File: config.mk
export PLATFORM = sky130hd
export DESIGN_NAME = keyboard_velocity_command
export DESIGN_NICKNAME = d
export VERILOG_FILES = /design/src/sv/kvc_pkg.sv /design/src/sv/keyboard_velocity_command.sv /design/src/sv/kvc_decode.sv /design/src/sv/kvc_iter.sv
export VERILOG_INCLUDE_DIRS = /design/src /design/src/sv
export SDC_FILE = /design/constraint.sdc
export NUM_CORES = 1
export LEC_CHECK = 0
export ABC_AREA = 1
export BUFFER_PORTS_ARGS = -buffer_cell sky130_fd_sc_hd__buf_2
export CAP_MARGIN = 20
export CORE_ASPECT_RATIO = 0.9
export CORE_MARGIN = 1
export CORE_UTILIZATION = 60
export DETAILED_ROUTE_END_ITERATION = 10
export GPL_TIMING_DRIVEN = 0
export HOLD_SLACK_MARGIN = 0.12
export PLACE_DENSITY_LB_ADDON = 0.08
export SLEW_MARGIN = 0
export SYNTH_ARGS = -nofsm -noshare
export SYNTH_HDL_FRONTEND = slang
export SYNTH_SLANG_ARGS = --single-unit
File: constraint.sdc
create_clock -name i_clk -period 11 [get_ports i_clk]
set_clock_uncertainty 0.1 [all_clocks]
set_input_delay 2.2 -clock i_clk [delete_from_list [all_inputs] [get_ports i_clk]]
set_output_delay 2.2 -clock i_clk [all_outputs]
set_load 0.02 [all_outputs]
File: src/sv/assert_macros.svh
// ----------------------------------------------------------------------------
// Assertion macros
// Shared concurrent assertion shorthands for the keyboard velocity block.
// ----------------------------------------------------------------------------
`ifndef ASSERT_MACROS_SVH
`define ASSERT_MACROS_SVH

// Property must hold at every rising clock edge outside reset
`define KVC_ASSERT(lbl, clk, rst_n, prop, msg) \
    lbl: assert property (@(posedge clk) disable iff (!rst_n) prop) \
        else $error(msg);

// Condition must never be seen outside reset
`define KVC_ASSERT_NEVER(lbl, clk, rst_n, cond, msg) \
    lbl: assert property (@(posedge clk) disable iff (!rst_n) !(cond)) \
        else $error(msg);

`endif

File: src/sv/kvc_pkg.sv
// ----------------------------------------------------------------------------
// kvc_pkg
// Types, key codes and widths shared by the keyboard velocity command block.
// ----------------------------------------------------------------------------
package kvc_pkg;

    // Field widths
    localparam int KEY_W      = 8;
    localparam int LIN_W      = 12;
    localparam int ANG_W      = 10;
    localparam int LSTEP_W    = 11;
    localparam int ASTEP_W    = 9;
    localparam int CFG_IDX_W  = 2;
    localparam int CFG_DATA_W = 11;

    // Shared shift/subtract unit sizing
    localparam int SQ_W       = 24;          // sum of squares, also product
    localparam int ROOT_W     = 12;          // root and quotient width
    localparam int REM_W      = ROOT_W + 3;  // partial remainder
    localparam int SQRT_STEPS = SQ_W / 2;
    localparam int DIV_STEPS  = SQ_W;
    localparam int CNT_W      = 5;

    // Key codes
    localparam logic [KEY_W-1:0] KEY_ESC      = 8'h1B;
    localparam logic [KEY_W-1:0] KEY_BRACKET  = 8'h5B;  // '['
    localparam logic [KEY_W-1:0] KEY_UP       = 8'h41;  // 'A'
    localparam logic [KEY_W-1:0] KEY_DOWN     = 8'h42;  // 'B'
    localparam logic [KEY_W-1:0] KEY_RIGHT    = 8'h43;  // 'C'
    localparam logic [KEY_W-1:0] KEY_LEFT     = 8'h44;  // 'D'
    localparam logic [KEY_W-1:0] KEY_ROT_R_LO = 8'h72;  // 'r'
    localparam logic [KEY_W-1:0] KEY_ROT_R_UP = 8'h52;  // 'R'
    localparam logic [KEY_W-1:0] KEY_ROT_L_LO = 8'h6C;  // 'l'
    localparam logic [KEY_W-1:0] KEY_ROT_L_UP = 8'h4C;  // 'L'
    localparam logic [KEY_W-1:0] KEY_BRAKE_LO = 8'h62;  // 'b'
    localparam logic [KEY_W-1:0] KEY_BRAKE_UP = 8'h42;  // 'B'
    localparam logic [KEY_W-1:0] KEY_CTRL_C   = 8'h03;

    // Escape sequence tracking
    typedef enum logic [1:0] {
        PH_IDLE,
        PH_ESC,
        PH_SECOND
    } t_seq_phase;

    // Accumulator update selected by a key
    typedef enum logic [2:0] {
        ACT_NONE,
        ACT_FWD,
        ACT_BACK,
        ACT_RIGHT,
        ACT_LEFT,
        ACT_ROT_DN,
        ACT_ROT_UP,
        ACT_CLEAR
    } t_act;

    // Decoder result for one key byte
    typedef struct packed {
        t_act       act;
        logic       hit;      // recognised key, emit a result
        logic       settle;   // key completed, clamp and scale
        t_seq_phase phase;
        logic       bracket;
        logic       halt;
    } t_key_cmd;

    // Configuration register indexes
    typedef enum logic [CFG_IDX_W-1:0] {
        CFG_LIN_STEP,
        CFG_ANG_STEP,
        CFG_LIN_LIMIT,
        CFG_ANG_LIMIT
    } t_cfg_idx;

    // Sequencer states
    typedef enum logic [3:0] {
        ST_IDLE,
        ST_MSQX,
        ST_MSQY,
        ST_SQRT,
        ST_CHK,
        ST_MULX,
        ST_DIVX,
        ST_MULY,
        ST_DIVY,
        ST_WRY,
        ST_FIN
    } t_state;

    // Control to the shared shift/subtract unit
    typedef struct packed {
        logic load;
        logic step;
        logic sqrt_mode;
    } t_iter_cmd;

endpackage

File: src/sv/keyboard_velocity_command.sv
// ----------------------------------------------------------------------------
// keyboard_velocity_command
// Keyboard teleop: key bytes step three fixed point velocity accumulators,
// which are clamped per axis and scaled back to the planar speed limit.
// ----------------------------------------------------------------------------
//  channel | direction | handshake                 | payload
//  --------+-----------+---------------------------+---------------------------
//  input   | in        | i_in_valid / o_in_stall   | i_key_byte
//  output  | out       | o_out_valid / i_out_stall | o_lin_x, o_lin_y, o_ang_z
//  config  | in        | i_cfg_valid / o_cfg_ready | i_cfg_index, i_cfg_data
//
//  A byte that completes no key leaves the block idle. A completed key runs
//  12 square root steps, and two 24-step divides when the planar speed is
//  scaled, all through the one shift/subtract unit in kvc_iter. o_in_stall is
//  high while a key is worked on and while a result waits for a full output
//  register. Reset is synchronous, active low; after Ctrl-C bytes are taken
//  and dropped until reset.
// ----------------------------------------------------------------------------
`include "assert_macros.svh"

module keyboard_velocity_command #(
    parameter int FRAC_BITS = 8
) (
    input  logic                                  i_clk,
    input  logic                                  i_rst_n,
    // key input
    input  logic                                  i_in_valid,
    output logic                                  o_in_stall,
    input  logic [kvc_pkg::KEY_W-1:0]             i_key_byte,
    // velocity output
    output logic                                  o_out_valid,
    input  logic                                  i_out_stall,
    output logic signed [kvc_pkg::LIN_W-1:0]      o_lin_x,
    output logic signed [kvc_pkg::LIN_W-1:0]      o_lin_y,
    output logic signed [kvc_pkg::ANG_W-1:0]      o_ang_z,
    // configuration writes
    input  logic                                  i_cfg_valid,
    output logic                                  o_cfg_ready,
    input  logic [kvc_pkg::CFG_IDX_W-1:0]         i_cfg_index,
    input  logic [kvc_pkg::CFG_DATA_W-1:0]        i_cfg_data
);
    import kvc_pkg::*;

    localparam int SUM_W = LIN_W + 1;
    localparam logic [LSTEP_W-1:0] LinRst =
        LSTEP_W'((5 << FRAC_BITS) & ((1 << LSTEP_W) - 1));
    localparam logic [ASTEP_W-1:0] AngRst =
        ASTEP_W'((1 << FRAC_BITS) & ((1 << ASTEP_W) - 1));

    // symmetric clamp on a widened sum
    function automatic logic signed [SUM_W-1:0] clamp_sym(
        input logic signed [SUM_W-1:0] v,
        input logic signed [SUM_W-1:0] lim
    );
        logic signed [SUM_W-1:0] res;
        res = v;
        if (v > lim) begin
            res = lim;
        end else if (v < -lim) begin
            res = -lim;
        end
        return res;
    endfunction

    // registers
    t_state                    r_state, n_state;
    logic [CNT_W-1:0]          r_cnt, n_cnt;
    logic [LSTEP_W-1:0]        r_lin_step, r_lin_limit;
    logic [ASTEP_W-1:0]        r_ang_step, r_ang_limit;
    logic signed [LIN_W-1:0]   r_vel_x, n_vel_x;
    logic signed [LIN_W-1:0]   r_vel_y, n_vel_y;
    logic signed [ANG_W-1:0]   r_rot_z, n_rot_z;
    t_seq_phase                r_phase, n_phase;
    logic                      r_bracket, n_bracket;
    logic                      r_halted, n_halted;
    logic                      r_hit, n_hit;
    logic [SQ_W-1:0]           r_acc, n_acc;
    logic [ROOT_W-1:0]         r_mag, n_mag;
    logic                      r_out_valid;
    logic signed [LIN_W-1:0]   r_out_x, r_out_y;
    logic signed [ANG_W-1:0]   r_out_z;

    // combinational
    t_key_cmd                  kcmd;
    t_iter_cmd                 icmd;
    logic                      in_fire;
    logic                      out_free;
    logic                      load_out;
    logic signed [SUM_W-1:0]   sx, sy, sz;
    logic signed [SUM_W-1:0]   lim_l, lim_a, stp_l, stp_a;
    logic signed [SUM_W-1:0]   cx, cy, cz;
    logic [ROOT_W-1:0]         ax, ay;
    logic [ROOT_W-1:0]         mul_a, mul_b;
    logic [SQ_W-1:0]           prod;
    logic [SQ_W-1:0]           iter_src;
    logic [ROOT_W-1:0]         iter_res;
    logic signed [LIN_W-1:0]   q_pos, q_x, q_y;

    // key decoder
    kvc_decode u_decode (
        .i_key     (i_key_byte),
        .i_phase   (r_phase),
        .i_bracket (r_bracket),
        .o_cmd     (kcmd)
    );

    // shared root / divide unit
    kvc_iter u_iter (
        .i_clk     (i_clk),
        .i_cmd     (icmd),
        .i_src     (iter_src),
        .i_divisor (r_mag),
        .o_result  (iter_res)
    );

    assign in_fire     = i_in_valid && (r_state == ST_IDLE);
    assign o_in_stall  = (r_state != ST_IDLE);
    assign out_free    = !r_out_valid || !i_out_stall;
    assign o_cfg_ready = 1'b1;

    // step and clamp of the accumulators for the decoded key
    always_comb begin
        lim_l = SUM_W'(r_lin_limit);
        lim_a = SUM_W'(r_ang_limit);
        stp_l = SUM_W'(r_lin_step);
        stp_a = SUM_W'(r_ang_step);
        sx = {r_vel_x[LIN_W-1], r_vel_x};
        sy = {r_vel_y[LIN_W-1], r_vel_y};
        sz = SUM_W'(r_rot_z);
        case (kcmd.act)
            ACT_FWD:    sx = sx + stp_l;
            ACT_BACK:   sx = sx - stp_l;
            ACT_RIGHT:  sy = sy - stp_l;
            ACT_LEFT:   sy = sy + stp_l;
            ACT_ROT_DN: sz = sz - stp_a;
            ACT_ROT_UP: sz = sz + stp_a;
            ACT_CLEAR: begin
                sx = '0;
                sy = '0;
                sz = '0;
            end
            default: begin
                sx = sx;
            end
        endcase
        cx = clamp_sym(sx, lim_l);
        cy = clamp_sym(sy, lim_l);
        cz = clamp_sym(sz, lim_a);
    end

    // magnitudes, shared multiplier, signed quotients
    assign ax    = r_vel_x[LIN_W-1] ? ROOT_W'(-r_vel_x) : ROOT_W'(r_vel_x);
    assign ay    = r_vel_y[LIN_W-1] ? ROOT_W'(-r_vel_y) : ROOT_W'(r_vel_y);
    assign prod  = mul_a * mul_b;
    assign q_pos = signed'(iter_res);
    assign q_x   = r_vel_x[LIN_W-1] ? -q_pos : q_pos;
    assign q_y   = r_vel_y[LIN_W-1] ? -q_pos : q_pos;

    // sequencer
    always_comb begin
        n_state   = r_state;
        n_cnt     = r_cnt;
        n_vel_x   = r_vel_x;
        n_vel_y   = r_vel_y;
        n_rot_z   = r_rot_z;
        n_phase   = r_phase;
        n_bracket = r_bracket;
        n_halted  = r_halted;
        n_hit     = r_hit;
        n_acc     = r_acc;
        n_mag     = r_mag;
        icmd      = '0;
        iter_src  = prod;
        mul_a     = ax;
        mul_b     = ax;
        load_out  = 1'b0;

        unique case (r_state)
            ST_IDLE: begin
                if (in_fire && !r_halted) begin
                    n_phase   = kcmd.phase;
                    n_bracket = kcmd.bracket;
                    n_halted  = kcmd.halt;
                    n_hit     = kcmd.hit;
                    if (kcmd.settle) begin
                        n_vel_x = cx[LIN_W-1:0];
                        n_vel_y = cy[LIN_W-1:0];
                        n_rot_z = cz[ANG_W-1:0];
                        n_state = ST_MSQX;
                    end
                end
            end
            ST_MSQX: begin
                n_acc   = prod;
                n_state = ST_MSQY;
            end
            // x^2 + y^2 goes straight into the root unit
            ST_MSQY: begin
                mul_a     = ay;
                mul_b     = ay;
                iter_src  = r_acc + prod;
                icmd.load = 1'b1;
                n_cnt     = CNT_W'(SQRT_STEPS - 1);
                n_state   = ST_SQRT;
            end
            ST_SQRT: begin
                icmd.step      = 1'b1;
                icmd.sqrt_mode = 1'b1;
                if (r_cnt == '0) begin
                    n_state = ST_CHK;
                end else begin
                    n_cnt = r_cnt - 1'b1;
                end
            end
            ST_CHK: begin
                n_mag = iter_res;
                if (iter_res > {1'b0, r_lin_limit}) begin
                    n_state = ST_MULX;
                end else begin
                    n_state = ST_FIN;
                end
            end
            ST_MULX: begin
                mul_b     = {1'b0, r_lin_limit};
                icmd.load = 1'b1;
                n_cnt     = CNT_W'(DIV_STEPS - 1);
                n_state   = ST_DIVX;
            end
            ST_DIVX: begin
                icmd.step = 1'b1;
                if (r_cnt == '0) begin
                    n_state = ST_MULY;
                end else begin
                    n_cnt = r_cnt - 1'b1;
                end
            end
            ST_MULY: begin
                n_vel_x   = q_x;
                mul_a     = ay;
                mul_b     = {1'b0, r_lin_limit};
                icmd.load = 1'b1;
                n_cnt     = CNT_W'(DIV_STEPS - 1);
                n_state   = ST_DIVY;
            end
            ST_DIVY: begin
                icmd.step = 1'b1;
                if (r_cnt == '0) begin
                    n_state = ST_WRY;
                end else begin
                    n_cnt = r_cnt - 1'b1;
                end
            end
            ST_WRY: begin
                n_vel_y = q_y;
                n_state = ST_FIN;
            end
            // hold the result until the output register is free; no result without a hit
            ST_FIN: begin
                if (!r_hit) begin
                    n_state = ST_IDLE;
                end else if (out_free) begin
                    load_out = 1'b1;
                    n_state  = ST_IDLE;
                end
            end
            default: begin
                n_state = ST_IDLE;
            end
        endcase
    end

    // control state and accumulators
    always_ff @(posedge i_clk) begin
        if (!i_rst_n) begin
            r_state   <= ST_IDLE;
            r_cnt     <= '0;
            r_vel_x   <= '0;
            r_vel_y   <= '0;
            r_rot_z   <= '0;
            r_phase   <= PH_IDLE;
            r_bracket <= 1'b0;
            r_halted  <= 1'b0;
            r_hit     <= 1'b0;
        end else begin
            r_state   <= n_state;
            r_cnt     <= n_cnt;
            r_vel_x   <= n_vel_x;
            r_vel_y   <= n_vel_y;
            r_rot_z   <= n_rot_z;
            r_phase   <= n_phase;
            r_bracket <= n_bracket;
            r_halted  <= n_halted;
            r_hit     <= n_hit;
        end
    end

    // working payload
    always_ff @(posedge i_clk) begin
        r_acc <= n_acc;
        r_mag <= n_mag;
    end

    // configuration registers
    always_ff @(posedge i_clk) begin
        if (!i_rst_n) begin
            r_lin_step  <= LinRst;
            r_ang_step  <= AngRst;
            r_lin_limit <= LinRst;
            r_ang_limit <= AngRst;
        end else if (i_cfg_valid) begin
            unique case (t_cfg_idx'(i_cfg_index))
                CFG_LIN_STEP:  r_lin_step  <= i_cfg_data;
                CFG_ANG_STEP:  r_ang_step  <= i_cfg_data[ASTEP_W-1:0];
                CFG_LIN_LIMIT: r_lin_limit <= i_cfg_data;
                CFG_ANG_LIMIT: r_ang_limit <= i_cfg_data[ASTEP_W-1:0];
            endcase
        end
    end

    // output register
    always_ff @(posedge i_clk) begin
        if (!i_rst_n) begin
            r_out_valid <= 1'b0;
        end else if (load_out) begin
            r_out_valid <= 1'b1;
        end else if (!i_out_stall) begin
            r_out_valid <= 1'b0;
        end
    end

    always_ff @(posedge i_clk) begin
        if (load_out) begin
            r_out_x <= r_vel_x;
            r_out_y <= r_vel_y;
            r_out_z <= r_rot_z;
        end
    end

    assign o_out_valid = r_out_valid;
    assign o_lin_x     = r_out_x;
    assign o_lin_y     = r_out_y;
    assign o_ang_z     = r_out_z;

    // checks
    `KVC_ASSERT(a_out_from_fin, i_clk, i_rst_n,
        $rose(r_out_valid) |-> ($past(r_state) == ST_FIN), "result loaded outside FIN")
    `KVC_ASSERT_NEVER(a_halt_idle, i_clk, i_rst_n,
        r_halted && (r_state != ST_IDLE), "work in progress while halted")
    `KVC_ASSERT(a_div_nonzero, i_clk, i_rst_n,
        (r_state == ST_MULX) |-> (r_mag != '0), "divide by zero magnitude")

endmodule

File: src/sv/kvc_decode.sv
// ----------------------------------------------------------------------------
// kvc_decode
// Key byte decoder: escape sequence tracking and accumulator action select.
// ----------------------------------------------------------------------------
module kvc_decode (
    input  logic [kvc_pkg::KEY_W-1:0] i_key,
    input  kvc_pkg::t_seq_phase       i_phase,
    input  logic                      i_bracket,
    output kvc_pkg::t_key_cmd         o_cmd
);
    import kvc_pkg::*;

    always_comb begin
        o_cmd.act     = ACT_NONE;
        o_cmd.hit     = 1'b0;
        o_cmd.settle  = 1'b0;
        o_cmd.phase   = i_phase;
        o_cmd.bracket = i_bracket;
        o_cmd.halt    = 1'b0;

        unique case (i_phase)
            // first byte after ESC: only remember whether it was '['
            PH_ESC: begin
                o_cmd.phase   = PH_SECOND;
                o_cmd.bracket = (i_key == KEY_BRACKET);
            end
            // second byte completes the sequence, arrows only after '['
            PH_SECOND: begin
                o_cmd.phase   = PH_IDLE;
                o_cmd.bracket = 1'b0;
                o_cmd.settle  = 1'b1;
                if (i_bracket) begin
                    unique case (i_key)
                        KEY_UP: begin
                            o_cmd.act = ACT_FWD;
                            o_cmd.hit = 1'b1;
                        end
                        KEY_DOWN: begin
                            o_cmd.act = ACT_BACK;
                            o_cmd.hit = 1'b1;
                        end
                        KEY_RIGHT: begin
                            o_cmd.act = ACT_RIGHT;
                            o_cmd.hit = 1'b1;
                        end
                        KEY_LEFT: begin
                            o_cmd.act = ACT_LEFT;
                            o_cmd.hit = 1'b1;
                        end
                        default: begin
                            o_cmd.act = ACT_NONE;
                        end
                    endcase
                end
            end
            // plain keys
            default: begin
                unique case (i_key) inside
                    KEY_ESC: begin
                        o_cmd.phase   = PH_ESC;
                        o_cmd.bracket = 1'b0;
                    end
                    KEY_ROT_R_LO, KEY_ROT_R_UP: begin
                        o_cmd.act    = ACT_ROT_DN;
                        o_cmd.hit    = 1'b1;
                        o_cmd.settle = 1'b1;
                    end
                    KEY_ROT_L_LO, KEY_ROT_L_UP: begin
                        o_cmd.act    = ACT_ROT_UP;
                        o_cmd.hit    = 1'b1;
                        o_cmd.settle = 1'b1;
                    end
                    KEY_BRAKE_LO, KEY_BRAKE_UP: begin
                        o_cmd.act    = ACT_CLEAR;
                        o_cmd.hit    = 1'b1;
                        o_cmd.settle = 1'b1;
                    end
                    KEY_CTRL_C: begin
                        o_cmd.halt = 1'b1;
                    end
                    // unknown key still clamps and scales
                    default: begin
                        o_cmd.settle = 1'b1;
                    end
                endcase
            end
        endcase
    end

endmodule

File: src/sv/kvc_iter.sv
// ----------------------------------------------------------------------------
// kvc_iter
// Shared shift/subtract unit: one root bit or one quotient bit per step.
// ----------------------------------------------------------------------------
module kvc_iter (
    input  logic                       i_clk,
    input  kvc_pkg::t_iter_cmd         i_cmd,
    input  logic [kvc_pkg::SQ_W-1:0]   i_src,
    input  logic [kvc_pkg::ROOT_W-1:0] i_divisor,
    output logic [kvc_pkg::ROOT_W-1:0] o_result
);
    import kvc_pkg::*;

    logic [SQ_W-1:0]   r_src, n_src;
    logic [REM_W-1:0]  r_rem, n_rem;
    logic [ROOT_W-1:0] r_res, n_res;
    logic [REM_W-1:0]  shifted;
    logic [REM_W-1:0]  trial;
    logic [REM_W:0]    diff;
    logic              ge;

    // trial subtract: sqrt brings in two bits against 4*root+1,
    // divide brings in one bit against the divisor
    always_comb begin
        if (i_cmd.sqrt_mode) begin
            shifted = {r_rem[REM_W-3:0], r_src[SQ_W-1 -: 2]};
            trial   = {1'b0, r_res, 2'b01};
        end else begin
            shifted = {r_rem[REM_W-2:0], r_src[SQ_W-1]};
            trial   = REM_W'(i_divisor);
        end
        diff = {1'b0, shifted} - {1'b0, trial};
        ge   = ~diff[REM_W];
    end

    // next state of the unit
    always_comb begin
        n_src = r_src;
        n_rem = r_rem;
        n_res = r_res;
        if (i_cmd.load) begin
            n_src = i_src;
            n_rem = '0;
            n_res = '0;
        end else if (i_cmd.step) begin
            n_rem = ge ? diff[REM_W-1:0] : shifted;
            n_res = {r_res[ROOT_W-2:0], ge};
            n_src = i_cmd.sqrt_mode ? {r_src[SQ_W-3:0], 2'b00}
                                    : {r_src[SQ_W-2:0], 1'b0};
        end
    end

    always_ff @(posedge i_clk) begin
        r_src <= n_src;
        r_rem <= n_rem;
        r_res <= n_res;
    end

    assign o_result = r_res;

endmodule

# After elaboration in Yosys (flattened, before gate mapping)
# Cells that the tools add are included.
# word_totals
regBits	209
out_inout_bits	37
word_cells	180
# op_classes
add_sub_neg	14
mul	1
n_lt_le_gt_ge	7
n_eq_ne	42
muxes	57
bitwise_logic	1
n_reduce_logical	36
# op_table
cell	count
$mux 12	13
$pmux 13 s3	3
$mux 24	4
$eq 8x7->1 const B	10
$pmux 12 s2	3
$pmux 4 s11	1
$lt 13x13->1	3
$mux 4	9
$neg 12->12	3
$mux 14	2
$add 12x12->13	2
$gt 13x12->1	2
$sub 12x12->13	2
$add 24x24->24	1
$mul 12x12->24	1
$mux 10	2
$eq 4x3->1 const B	4
$sub 15x14->16	1
$mux 15	1
$pmux 5 s3	1
$reduce_or 2->1	7
$gt 13x10->1	1
$neg 11->13	1
$neg 9->13	1
other kinds (39)	80

# Longest topological paths before layout
# Gate-level depths: netlist (run 1).
# logic_depth
word_depth	13
ltp_mapped	45
depth_no_buf	45

# Cells and area by module
# From an unflattened synthesis (run 1), not the netlist that was laid out.
# unflattened
cells_unflattened	3259
area_unflattened_um2	22653.0
# modules_own_cells
mod	instances	cells_each	area_each_um2
keyboard_velocity_command	1	2665	18773.0
kvc_iter	1	528	3533.4
kvc_decode	1	66	346.6

# Worst setup path after synthesis (run 1)
# OpenSTA, ideal clock, no wires.
# synth_timing
path_type	register to register
from	register r_vel_y[1]
to	register u_iter.r_src[23], data pin
setup_ns	0.260
arrival_ns	7.526
required_ns	10.640
slack_ns	3.113
stages_incl_launch_ff	43
path_cell_list	dfxtp_1 > inv_1 > ha_1 > inv_1 > nor3_1 > nand4_1 > o31ai_1 > xor2_1 > nand2_1 > o211ai_1 > nand2_1 > inv_1 > nand2_1 > fa_1 > fa_1 > inv_1 > fa_1 > fa_1 > [... 7 more ...] > o211ai_1 > a31oi_1 > o21ai_0 > a21boi_0 > or2_2 > and2_1 > ha_1 > nand2_1 > nor3_1 > nand4_1 > nand3_1 > nand2_1 > nand3_1 > a21oi_1 > o21ai_0 > nand2_1 > nand2_1 > o22ai_1
# synth_between
elab_chain_len	7
word_cells_on_any_way	8
cone_classes	add/sub: 2; mul: 1; mux: 5
# synth_lines
element	line	text
start: declaration	keyboard_velocity_command.sv:71	logic signed [LIN_W-1:0] r_vel_y, n_vel_y;
start signal: assignment	keyboard_velocity_command.sv:288	r_vel_y <= n_vel_y;
$neg 12->12	keyboard_velocity_command.sv:153	assign ay = r_vel_y[LIN_W-1] ? ROOT_W'(-r_vel_y) : ROOT_W'(r_vel_y);
$mux 12 (*)	keyboard_velocity_command.sv:153	
$pmux 12 s2 / $mux 12 (equally long branches)	keyboard_velocity_command.sv:178	unique case (r_state)
$mul 12x12->24 (*)	keyboard_velocity_command.sv:154	assign prod = mul_a * mul_b;
named net prod[18]	keyboard_velocity_command.sv:94	logic [SQ_W-1:0] prod;
$add 24x24->24 (*)	keyboard_velocity_command.sv:201	iter_src = r_acc + prod;
$mux 24 (*)	keyboard_velocity_command.sv:178	
$mux 24 (*)	kvc_iter.sv:41	if (i_cmd.load) begin
named net u_iter.n_src[23]	kvc_iter.sv:14	logic [SQ_W-1:0] r_src, n_src;
end signal: assignment	kvc_iter.sv:54	r_src <= n_src;
end: declaration	kvc_iter.sv:14	
# Mark *: on every way through the listed nets, which the timed path passes. The rest lies on a longest branch.
# A chain may end at the register's enable or synchronous reset.

# Final worst setup path (run 1)
# layout_timing
from	register r_state[2]
to	register u_iter.r_src[23], data pin
# layout_between
elab_chain_len	7
word_cells_on_any_way	17
cone_classes	add/sub: 1; mul: 1; eq/ne: 4; mux: 8; reduce/logical: 3
# layout_lines
element	line	text
start: declaration	keyboard_velocity_command.sv:66	t_state r_state, n_state;
start signal: assignment	keyboard_velocity_command.sv:285	r_state <= n_state;
$eq 4x3->1 / $eq 4x2->1 (equally long branches)	keyboard_velocity_command.sv:178	
$reduce_or 2->1 (no line)	n/a	
$pmux 12 s2 / $mux 12 (equally long branches)	keyboard_velocity_command.sv:178	
$mul 12x12->24 (*)	keyboard_velocity_command.sv:154	
named net prod[18]	keyboard_velocity_command.sv:94	
$add 24x24->24 (*)	keyboard_velocity_command.sv:201	
$mux 24 (*)	keyboard_velocity_command.sv:178	
$mux 24 (*)	kvc_iter.sv:41	
named net u_iter.n_src[23]	kvc_iter.sv:14	
# Mark *: on every way through the listed nets, which the timed path passes. The rest lies on a longest branch. The select of a mux whose other input is x is not followed.

==> summary.md, run 1 <==
| Metric | Value |
|---|---|
| Crit path required time | `11180 ps` |
| Count of flip-flops with a built-in enable after synthesis | `94` |
| Footprint of the multi-input gates | `approximately 14000 um2` |
| Fillers | `3185` |
| Post-DP HPWL | `52.43 mm` |
| DR iter-0 viols | `1889` |
| Chip Height | `181.4 um` |
| Status | `finished clean` |
| Setup bufs post-CTS | `0` |
| Area grow syn2layout | `8.207%` |
| Routed wire length | `66.28 mm` |
| Vias in the first global route | `20111` |
| Worst Max-Slew Pin Slew | `1098 ps` |
| Core Rows | `65` |
| Skew-Pair Late Insertion Delay | `540 ps` |
| Synthesized instance count | `approximately 3000` |
| I/O Buffers | `61` |
| Worst path max stage delay | `830 ps` |
| Layout cells sized above 1 | `approximately 7.0%` |
| Antenna violations before repair | `0` |
| Total Routing Usage GR | `35.97%` |
| Final Net Count | `about 3400` |
| Initial Util | `61.05%` |
| First drt pass iteration count | `6` |
| Top Ports | `63` |
| Seq/Total Area, Yosys | `23.89%` |
| Routed Antenna Nets | `0` |
| Ant. Diodes | `0` |
| Arrival time worst endpoint | `10350 ps` |
| CTS Sinks | `209` |
| Period utilization | `~92%` |
| Syn Std Cell Area | `21450 um2` |
| Critical Path Slowest Stage Cell | `nor2_1` |
| Worst path bufs/invs | `8` |
| Setup ws final | `825.9 ps` |
| Fin. Hold Viols | `0` |
| Utilization after layout | `66.06%` |
| Max-cap violations | `0` |
| Post-CTS Hold Fix Bufs | `0` |
| Die X | `about 200 um` |
| Unrepaired setup endpoints after global routing | `false` |
| CTS tree | `yes` |
| First-pass GRT wire length | `104.1 mm` |
| Setup CP Type | `reg2reg` |
| Routed len/inst | `about 19 um` |
| Largest net degree at the start of global routing | `34` |
| Via count | `21025` |
| Grt ovf | `0` |
| Routability congestion estimate | `~0.99` |
| Worst hold path type | `reg2reg` |
| Slew Viols, Final | `0` |
| CTS clock-pin slew for the worst setup and hold paths | `roughly 60 ps` |
| Crit-path leading delay family | `simple AND/OR/NAND/NOR gates` |
| # resized after CTS | `0` |
| Place WS | `1001 ps` |
| H-tree levels | `1` |
| Reg2Reg Setup Slack | `~830 ps` |
| YS warnings | `0` |
| Top cell by count, worst path | `nand2_1` |
| Mapped Avg Cell Area | `7.262 um2` |
| Die footprint | `between 30000 and 40000 um2` |
| Tmin final | `10170 ps` |
| CTS root buf | `clkbuf_16` |
| DRC | `0` |
| #FFs+latches synth | `209` |
| Sequential standard cell area | `5125 um2` |
| TritonCTS buffer count | `25` |
| F_max | `between 90 and 100 MHz` |
| Async SR Flop Fraction | `0%` |
| Core ar. | `between 30000 and 40000 um2` |
| Commonest cells after routing, fill and taps aside | `615 x nand2_1, 414 x inv_1, 277 x o21ai_0` |
| Bufs on Longest Clock Path | `3` |
| Worst Path Max Fanout | `10` |
| Commonest non-fill, non-tap cell in the layout | `nand2_1` |
| Total negative setup slack | `0 ps` |
| Ys flop type | `dfxtp_1` |
| Startpoint types | `register` |
| # setup viols final | `0` |
| Post-DR vias/cell | `5.946` |
| Rel. slew slack | `a little over a quarter` |
| Yosys cell types | `58` |
| Critical path endpoint category | `register` |
cell type report:
cell class / count / area share, %
well taps: 469 / 2.528
repair buffers: 65 / 1.531
inverters: 437 / 7.078
clock inverters: 7 / 0.1725
clock buffers: 37 / 3.213
flip-flops and latches: 209 / 22.08
multi-input cells: 2235 / 61.96
plain buffers: 77 / 1.439
path summary, 6_finish.rpt:
| check | from | end | cells after the start |
|---|---|---|---|
| min | r_halted$_SDFFE_PN0P_ | r_halted$_SDFFE_PN0P_ | 2 |
| max reg2reg | r_state[2]$_SDFFE_PN0P_ | u_iter.r_src[23]$_DFFE_PP_ | 41 |
| max | r_state[2]$_SDFFE_PN0P_ | u_iter.r_src[23]$_DFFE_PP_ | 41 |
| min reg2reg | r_halted$_SDFFE_PN0P_ | r_halted$_SDFFE_PN0P_ | 2 |
flip-flops by register name (all words and copies together), names as in the netlist, 2 cells and up:
signal / cells
r_acc: 24
r_cnt: 5
r_lin_limit: 11
o_ang_z: 10
r_rot_z: 10
u_iter.r_src: 24
r_ang_step: 9
o_lin_y: 12
r_state: 4
o_lin_x: 12
r_mag: 12
u_iter.r_rem: 14
r_vel_y: 12
r_vel_x: 12
u_iter.o_result: 12
r_phase: 2
r_ang_limit: 9
r_lin_step: 11
worst register-to-register path: cells and delay by family (launching register included):
| kind | cells | cell delay (ps) |
|---|---|---|
| AO/OA/AOI/OAI | 8 | 1100 |
| adder cells (fa/ha/maj) | 7 | 3320 |
| buffers and inverters | 8 | 1360 |
| flip-flops | 1 | 350 |
| AND/OR/NAND/NOR | 18 | 3660 |
per-stage QoR:
step	std cells	hold WS (ps)	instance area, um2
2_1_floorplan	2958	329.1	21470
6_report	3536	354.8	23210
5_1_grt	3536	393.0	23210
4_1_cts	3535	354.4	23200
3_5_place_dp	3491	342.7	22420
3_3_place_gp	3488	339.5	22360
per-layer routing:
metal  share of wire (%)  up-vias  wire length (um)  global-route usage (%)
met5                   0        -                 0                       0
li1                    -    10023                 -                       -
met4                 4.4        0              2939                   15.85
met1                  42     9888             27810                   46.81
met2                  46      925             30580                   59.88
met3                 7.5      189              4953                   4.917
cells in the mapped netlist, types with 10 or more instances:
cell type | instances | share of area [%]
nand2_2 | 25 | 0.73
nand2_1 | 615 | 11
or2_2 | 25 | 0.73
fa_1 | 105 | 9.8
o31ai_1 | 10 | 0.35
clkbuf_1 | 60 | 1.0
xor2_1 | 83 | 3.4
a21oi_1 | 234 | 5.5
o21ai_0 | 277 | 6.5
o22ai_1 | 29 | 0.85
nand4_1 | 26 | 0.76
inv_2 | 12 | 0.21
ha_1 | 224 | 13
edfxtp_1 | 94 | 13
o211ai_1 | 33 | 1.2
nor3_1 | 35 | 0.82
inv_1 | 414 | 7.2
a31oi_1 | 18 | 0.52
nand3_1 | 140 | 3.3
o221ai_1 | 10 | 0.41
clkinv_1 | 10 | 0.18
nand3_2 | 10 | 0.47
xnor2_1 | 21 | 0.86
dfxtp_1 | 115 | 11
nor2_1 | 226 | 4.0
kinds of logic after synthesis:
kind of cell	after synthesis	share of synthesized area [%]
AO/OA/AOI/OAI	665	17.17
XOR/XNOR	104	4.246
adder cells (fa/ha/maj)	329	22.87
buffers and inverters	514	9.210
flip-flops	209	23.89
multiplexers	1	0.04667
other	2	0.03501
AND/OR/NAND/NOR	1130	22.53
Power of run 1 is not shown: default switching activity piles up to over one toggle a cycle in this logic, so the estimate is an artifact.
==> run 2: changes to the inputs <==
CELL_PAD_IN_SITES_DETAIL_PLACEMENT = 0   (was default)
CELL_PAD_IN_SITES_GLOBAL_PLACEMENT = 1   (was default)
CORE_UTILIZATION = 48   (was 60)
==> summary.md, run 2 (synthesized netlist as in run 1, its figures left out) <==
| Metric | Value |
|---|---|
| Routed wire length | `69.37 mm (+4.7%)` |
| Worst Max-Slew Pin Slew | `1083 ps (-15.32 ps)` |
| Total negative setup slack | `0 ps (unchanged)` |
| # resized after CTS | `0 (unchanged)` |
| Max-cap violations | `0 (unchanged)` |
| Worst Path Max Fanout | `10 (unchanged)` |
| Layout cells sized above 1 | `7.294% (+0.25 points)` |
| Met2 Usage GRT | `52.06% (-7.8 points)` |
| Top Usage Layer GRT | `met2` |
| Worst path max stage delay | `820 ps (about the same)` |
| Ant. Diodes | `0 (unchanged)` |
| Top cell by count, worst path | `nand2_1` |
| First-pass GRT wire length | `107.5 mm (+3.2%)` |
| Fin. Hold Viols | `0 (unchanged)` |
| Worst hold path type | `reg2reg` |
| Rel. slew slack | `27.57% (+1.0 points)` |
| # setup viols final | `0 (unchanged)` |
| Unrepaired setup endpoints after global routing | `false` |
| Met3 global-route usage | `2.808% (-2.1 points)` |
| Skew-Pair Late Insertion Delay | `560 ps (+20 ps)` |
| CTS tree | `yes` |
| Chip Height | `202.6 um (+12%)` |
| Setup bufs post-CTS | `0 (unchanged)` |
| Placed Cells | `3622 (+3.8%)` |
| Routability congestion estimate | `0.9597 (-2.9%)` |
| Status | `finished clean` |
| M1 GR Usage | `40.39% (-6.4 points)` |
| Die footprint | `45540 um2 (+25%)` |
| Startpoint types | `register` |
| H-tree levels | `1 (unchanged)` |
| Reg2Reg Setup Slack | `670 ps (-160 ps)` |
| Post-DP HPWL | `55.67 mm (+6.2%)` |
| DR iter-0 viols | `1558 (-18%)` |
| Initial Util | `48.62% (-12 points)` |
| First drt pass iteration count | `6 (unchanged)` |
| CTS Sinks | `209 (unchanged)` |
| Core Rows | `73 (+12%)` |
| Area grow syn2layout | `9.729%` |
| Bufs on Longest Clock Path | `3 (unchanged)` |
| Biggest regs | `r_acc x24, u_iter.r_src x24, u_iter.r_rem x14` |
| Slew Viols, Final | `0 (unchanged)` |
| Crit path required time | `11190 ps (about the same)` |
| DRC | `0 (unchanged)` |
| Commonest cells after routing, fill and taps aside | `615 x nand2_1, 414 x inv_1, 277 x o21ai_0` |
| Via count | `20428 (-2.8%)` |
| Final Non-Filler Cells | `3671 (+3.8%)` |
| Largest net degree at the start of global routing | `34 (unchanged)` |
| Post-CTS Hold Fix Bufs | `0 (unchanged)` |
| Critical path endpoint category | `register` |
| Routed Antenna Nets | `0 (unchanged)` |
| CTS root buf | `clkbuf_16` |
| Routed len/inst | `18.90 um (+0.81%)` |
| Utilization after layout | `53.35% (-13 points)` |
| Arrival time worst endpoint | `10520 ps (+170 ps)` |
| Fillers | `4416 (+39%)` |
| Vias in the first global route | `19490 (-3.1%)` |
| Total Routing Usage GR | `30.30% (-5.7 points)` |
| Period utilization | `93.92% (+1.4 points)` |
| Top Ports | `63 (unchanged)` |
| Core ar. | `44120 um2 (+26%)` |
| CTS clock-pin slew for the worst setup and hold paths | `60 ps (about the same)` |
| Post-DR vias/cell | `5.565 (-6.4%)` |
| I/O Buffers | `61 (unchanged)` |
| Grt ovf | `0 (unchanged)` |
| Final Net Count | `3406 (+0.029%)` |
| Antenna violations before repair | `0 (unchanged)` |
| Setup CP Type | `reg2reg` |
| Die X | `224.8 um (+12%)` |
| F_max | `96.80 MHz (-1.5%)` |
| Commonest non-fill, non-tap cell in the layout | `nand2_1` |
| Critical Path Slowest Stage Cell | `nor2_1` |
| Tmin final | `10330 ps (+156.8 ps)` |
| TritonCTS buffer count | `26 (+4.0%)` |
## run 2: worst paths after layout
check                           from                          to  cells past startpoint
max          r_state[2]$_SDFFE_PN0P_  u_iter.r_src[23]$_DFFE_PP_                     39
min            r_halted$_SDFFE_PN0P_       r_halted$_SDFFE_PN0P_                      2
max reg2reg  r_state[2]$_SDFFE_PN0P_  u_iter.r_src[23]$_DFFE_PP_                     39
min reg2reg    r_halted$_SDFFE_PN0P_       r_halted$_SDFFE_PN0P_                      2
## run 2: area by class of cell
cell class	count	area [um2]	area share, %
inverter	437	1643	6.980
buffer	77	334.1	1.419
clock inverter	18	240.2	1.021
multi-input combinational	2235	14380	61.10
sequential	209	5125	21.77
tap	600	750.7	3.189
clock buffer	30	696.9	2.961
timing repair buffer	65	366.6	1.558
## run 2: layer usage
metal,up-vias,wire [um]
met4,0,1987
li1,10015,-
met3,107,4074
met1,9654,30220
met5,-,0
met2,652,33090
## run 2: through the flow
stage	hold slack, ps	setup slack (ps)	area [um2]
3_5_place_dp	342.4	640.4	22590
6_report	352.2	669.1	23540
3_3_place_gp	339.0	718.4	22520
2_1_floorplan	329.1	3113	21470
5_1_grt	364.3	79.22	23540
4_1_cts	352.9	590.7	23530
## run 2: worst max-delay path: cells and delay by family, from the launching register on
kind                       cells  cell delay (ps)
and+or+nand+nor               17             3590
AOI/OAI and AO/OA              8             1400
buffers and inverters          7             1230
DFF                            1              350
adders and majority gates      7             3390
Power of run 2 is left out for the same reason.
